File: config.mk
export PLATFORM = sky130hd
export DESIGN_NAME = fpa_div_stage
export DESIGN_NICKNAME = d
export VERILOG_FILES = /design/src/rtl/core/fpa_pkg.sv /design/src/rtl/core/fpa_div_stage.sv
export SDC_FILE = /design/constraint.sdc
export NUM_CORES = 1
export LEC_CHECK = 0
export BUFFER_PORTS_ARGS = -buffer_cell sky130_fd_sc_hd__buf_2
export CORE_AREA = 2 2 199 201
export CTS_BUF_LIST = sky130_fd_sc_hd__clkbuf_8
export DETAILED_ROUTE_END_ITERATION = 8
export DIE_AREA = 0 0 201 203
export GPL_ROUTABILITY_DRIVEN = 0
export SLEW_MARGIN = 20
export SYNTH_ARGS = -nofsm -noshare
export SYNTH_HDL_FRONTEND = slang
export SYNTH_SLANG_ARGS = --single-unit
File: constraint.sdc
create_clock -name clk -period 2.94 [get_ports clk]
set_input_delay 0.294 -clock clk [delete_from_list [all_inputs] [get_ports clk]]
set_output_delay 0.294 -clock clk [all_outputs]
set_load 0.05 [all_outputs]
File: src/rtl/core/fpa_pkg.sv
`default_nettype none
package fpa_pkg;

  localparam int FRAC_BITS_DEFAULT = 8;

  localparam logic [2:0] KIND_ADD = 3'd0;
  localparam logic [2:0] KIND_SUB = 3'd1;
  localparam logic [2:0] KIND_MUL = 3'd2;
  localparam logic [2:0] KIND_DIV = 3'd3;
  localparam logic [2:0] KIND_CMP = 3'd4;
  localparam logic [2:0] KIND_I2F = 3'd5;
  localparam logic [2:0] KIND_F2I = 3'd6;

  localparam logic signed [31:0] MAX_S32 = 32'sh7fff_ffff;
  localparam logic signed [31:0] MIN_S32 = 32'sh8000_0000;

  typedef struct packed {
    logic [2:0]         kind;
    logic signed [31:0] left_operand;
    logic signed [31:0] right_operand;
  } in_t;

  typedef struct packed {
    logic signed [31:0] value;
    logic               less;
    logic               equal;
    logic               greater;
    logic               fault;
  } out_t;

  // data that rides along the divider stages
  typedef struct packed {
    logic [2:0]  kind;
    logic        neg;
    logic        dz;
    out_t        pre;
    logic [63:0] prod;
  } side_t;

endpackage
`default_nettype wire

File: src/rtl/core/fpa_div_stage.sv
`default_nettype none
module fpa_div_stage #(
  parameter int NW = 32 + fpa_pkg::FRAC_BITS_DEFAULT
) (
  input  wire logic          clk,
  input  wire logic          rst,
  input  wire logic          en,
  input  wire logic          valid_in,
  input  wire logic [32:0]   rem_in,
  input  wire logic [NW-1:0] num_in,
  input  wire logic [NW-1:0] quo_in,
  input  wire logic [31:0]   den_in,
  input  wire fpa_pkg::side_t side_in,
  output logic               valid_out,
  output logic [32:0]        rem_out,
  output logic [NW-1:0]      num_out,
  output logic [NW-1:0]      quo_out,
  output logic [31:0]        den_out,
  output fpa_pkg::side_t     side_out
);

  logic [32:0] shifted;
  logic        fits;

  // remainder stays below den, so its low 32 bits hold it
  assign shifted = {rem_in[31:0], num_in[NW-1]};
  assign fits    = shifted >= {1'b0, den_in};

  always_ff @(posedge clk) begin
    if (rst) begin
      valid_out <= 1'b0;
    end else if (en) begin
      valid_out <= valid_in;
    end
  end

  always_ff @(posedge clk) begin
    if (en) begin
      rem_out  <= fits ? shifted - {1'b0, den_in} : shifted;
      num_out  <= {num_in[NW-2:0], 1'b0};
      quo_out  <= {quo_in[NW-2:0], fits};
      den_out  <= den_in;
      side_out <= side_in;
    end
  end

endmodule
`default_nettype wire

Yosys cells after proc, flatten, opt, wreduce, memory -nomap -nowiden
Cells that the tools add are included.
- register bits: 250
- input bits: 254
- output and inout port bits: 251
- word-level logic and storage cells: 17
- add/subtract/negate cells: 1
- order comparisons: 1
- muxes and demuxes: 1
- operators with widths (kind ; count):
    greater-or-equal comparator 33 x 32 -> 1 bit ; 1
    2-to-1 mux 33 bit ; 1
    subtractor 33 x 32 -> 33 bit ; 1

Depth between registers and ports, before layout
- depth in word-level cells: 2
- depth in mapped cells: 13
- depth with buffers taken out: 11

Worst setup path after synthesis
No wires, ideal clock.
- path kind: input to register
- from: input num_in[39]
- to: register rem_out[32], data pin
- setup time: 0.262 ns
- arrival time: 2.332 ns
- data required time: 2.678 ns
- slack: 0.346 ns
- stages: 11
- path buffers: 0
- path through: inv_1 > ha_1 > fa_1 > nor2b_1 > o21bai_1 > nand2_1 > a211oi_2 > a2111oi_2 > o21ai_2 > o21ai_1 > mux2_1
- word-level cells in the longest chain between the ends: 2
- elaborated cells on any way between the ends: 3
- those cells by class: 1 x add/sub; 1 x order compare; 1 x mux
- RTL lines (item ; line ; RTL):
    start: declaration ; fpa_div_stage.sv:10 ; input wire logic [NW-1:0] num_in,
    subtractor 33 x 32 -> 33 bit / greater-or-equal comparator 33 x 32 -> 1 bit (equally long branches) ; fpa_div_stage.sv:39, fpa_div_stage.sv:27 ;
    2-to-1 mux 33 bit * ; fpa_div_stage.sv:39 ; rem_out <= fits ? shifted - {1'b0, den_in} : shifted;
    end signal: assignment ; fpa_div_stage.sv:39 ;
    end: declaration ; fpa_div_stage.sv:15 ; output logic [32:0] rem_out,
Mark *: on every way between the ends. The rest lies on a longest branch, timed or not.
A chain may end at the register's enable or synchronous reset.

Worst setup path after layout
- from: input rem_in[3]
- to: register rem_out[24], data pin
- word-level cells in the longest chain between the ends: 2
- elaborated cells on any way between the ends: 3
- those cells by class: 1 x add/sub; 1 x order compare; 1 x mux
- RTL lines (item ; line ; RTL):
    start: declaration ; fpa_div_stage.sv:9 ; input wire logic [32:0] rem_in,
    subtractor 33 x 32 -> 33 bit / greater-or-equal comparator 33 x 32 -> 1 bit (equally long branches) ; fpa_div_stage.sv:39, fpa_div_stage.sv:27 ;
    2-to-1 mux 33 bit * ; fpa_div_stage.sv:39 ;
Marked as above.

==> results.toml <==
[detailed_routing]
wl_per_cell_um = 18.1
vias = 8472
m1WireLength_um = 13300
avgViaCountPerCell = 4.28
drt_iter0_drc = 426
final_antenna_net_count = 0
drt_drc_violations_left = 0
dr.pass1.iters = 5
wl_met3_um = 2930
dr_wl_met2_um = 18100
top_layer = "met5"
wirelength_um = 35900

[floorplan]
dieWidth_um = 201
rows = 72
core_area_um2 = 38500
die_h_um = 203
dieArea_um2 = 40800
io_pins = 505
start_util_pct = 25.9

[finish]
syn2layout_area_growth_pct = 66.5
fin_area_um2 = 16600
fin_nets = 1716
drive_above_1_share_pct = 40.7

[worst_setup_path]
worstSetupPathType = "input port to register"
startpoint_type = "input port"
crit_required_ps = 3270
cp.arrival_ps = 3170
cp-end-kind = "register"
critPathMaxFanout = 5

[clock_tree]
clk_latency_ps = 590
cts_tree = "done"
cts_max_level = 2
post_cts.repair.setup_buffers = 0
cts_max_path_buffers = 3
clkTransAtPathRegs_ps = 70
numCtsBuffers = 46
cts_sinks = 250
cts_root_buf = "clkbuf_8"

[placed_design]
hpwl_um = 25500
numPortBuffers = 501
place_area_um2 = 13200
place_ws_ps = -1.12

[yosys]
synth_area_um2 = 9950
synth_fp_nets = 920
yosysSeqAreaShare_pct = 75.4
synth.avg_cell_area_um2 = 15.7
syn_inst = 633
async_flop_share_pct = 0
yosys_most_used_dff = "edfxtp_1"
synth.ff_latch_count = 250
ys_warn_count = 0
yosysUniqueCellTypes = 63
synth_edf_count = 249

[grt]
track_usage_pct = 17.0
grt_pass1_wl_um = 52400
antenna_found_initial = 5
grt_pass1_vias = 8811
grt_overflow = 0
grt_max_degree = 104

[timing]
finalSetupViolations = 0
fmax_mhz = 353
fin_crit_sh_pct = 96.5
period_needed_ps = 2840
fin_skew_ps = 0
worst_pin_slew_ps = 579
drv_slew = 0
setup-tns-final_ps = 0
timing.hold.ws_ps = 82.3
hold_viol_final = 0
max-slew-margin-rel_pct = 61.4
setup_slack_ps = 103
grt_setup_unrepaired = "false"

[pwr]
swShare_pct = 33.6
clkPwrFrac_pct = 31.6
p_comb_share_pct = 25.9
ir_drop_v = 0.000389
finalPower_uw = 10400
power.density_nw_per_um2 = 625
p_switching_uw = 3490
pwr-share-seq_pct = 42.4
intPower_uw = 6870
p_leak_uw = 0.00723

[worst_hold_path]
holdCritPathClass = "input port to register"

[job]
maxCapViolations = 0

[outcome]
outcome = "finished, final reports clean"
==> through the flow <==
step                util (%)  cells
finish                  43.1   1981
global route            43.1   1980
CTS                     43.0   1979
detailed placement      34.3   1652
global placement        34.3   1652
floorplan                  -    633
==> path summary, 6_finish.rpt <==
check                  start          end  slack [ps]  depth (start not counted)
setup / recovery   rem_in[3]  rem_out[24]         100                         12
hold / removal    rem_in[31]  rem_out[32]          80                          2
setup reg to reg   valid_out    valid_out        1800                          3
hold reg to reg    valid_out    valid_out        1040                          3
==> metal layers <==
metal	global-route usage [%]	vias to the layer above
li1	-	3976
met2	29.6	355
met1	18.3	4054
met3	6.29	81
met4	8.12	6
met5	0	-
==> cell usage in the layout, fill, tap and decap left out, types with 12 or more instances in the layout <==
cell type      instances
inv_1                 49
edfxtp_1             249
ha_1                  32
a21oi_1               26
buf_2                500
xor2_1                18
nand2_1               56
dlygate4sd3_1        247
o21ai_0               44
clkbuf_8              47
buf_4                 12
a21o_1                19
nor2_1                24
==> critical path, cell delays in order <==
cell	delay [ps]
dlygate4sd3_1	540
buf_2	140
ha_1	360
a21o_1	180
a21oi_1	230
a21oi_1	140
o21ai_1	260
o21ai_0	140
buf_4	180
a311oi_1	410
xor2_1	190
o21ai_0	100
==> Yosys cell counts (all sizes together), types with 2 or more instances <==
library cell,number,area [µm²]
a21o,19,143
a211oi,8,77.6
nor2b,5,31.3
or3,2,12.5
buf,10,65.1
o31ai,2,20.0
o21ai,51,263
o21bai,4,30.0
a21boi,2,15.0
xnor2,9,78.8
nand3,8,40.0
xor2,18,158
and2,6,37.5
a31oi,2,12.5
o21a,5,37.5
o211a,2,20.0
nor3b,3,22.5
edfxtp,249,7480
a2111oi,2,42.5
and3,3,18.8
nand4,5,37.5
ha,32,400
nor2,24,90.1
o211ai,4,35.0
nand2,57,216
clkbuf,6,23.8
nand2b,8,50.1
inv,39,146
nor3,4,25.0
a21oi,27,146
==> area by class of cell <==
type                            instances  area (µm²)
Timing Repair Buffer                  764        5160
Fill cell                            3523       21900
Clock buffer                           47         647
Inverter                               39         146
Clock inverter                         33         230
Tap cell                              518         648
Sequential cell                       250        7500
Multi-Input combinational cell        328        2230
Antenna cell                            2        5.00
==> repair_timing <==
| item | 4_1_cts | 5_1_grt |
|---|---|---|
| setup endpoints to repair | 0 | 18 |
| endpoints found under the hold margin | 246 | 0 |
| hold buffers | 247 | 0 |
| gates resized for setup | 0 | 4 |
==> cell families after synthesis <==
family,count (synthesis),share of synthesized area [%]
mux,2,0.214
simple gates,129,6.17
other cells,1,0.0377
fa+ha+maj,33,4.23
compound gates,136,9.26
buf+inv,55,2.36
flops,250,75.4
xor+xnor,27,2.38
==> flip-flops by register name (all words and copies together), names as in the netlist <==
signal     cells
side_out     105
den_out       32
rem_out       33
valid_out      1
quo_out       40
num_out       39
==> power groups by stage <==
stage / sequential [µW] / clock (µW) / combinational (µW)
finish: 4390 / 3280 / 2690
global route: 4430 / 3570 / 2840
CTS: 4390 / 3410 / 2700
detailed placement: 4460 / 0 / 2420
global placement: 4450 / 0 / 2410
floorplan: 5620 / 0 / 483
No activity file was read; power rests on OpenSTA's default activity.
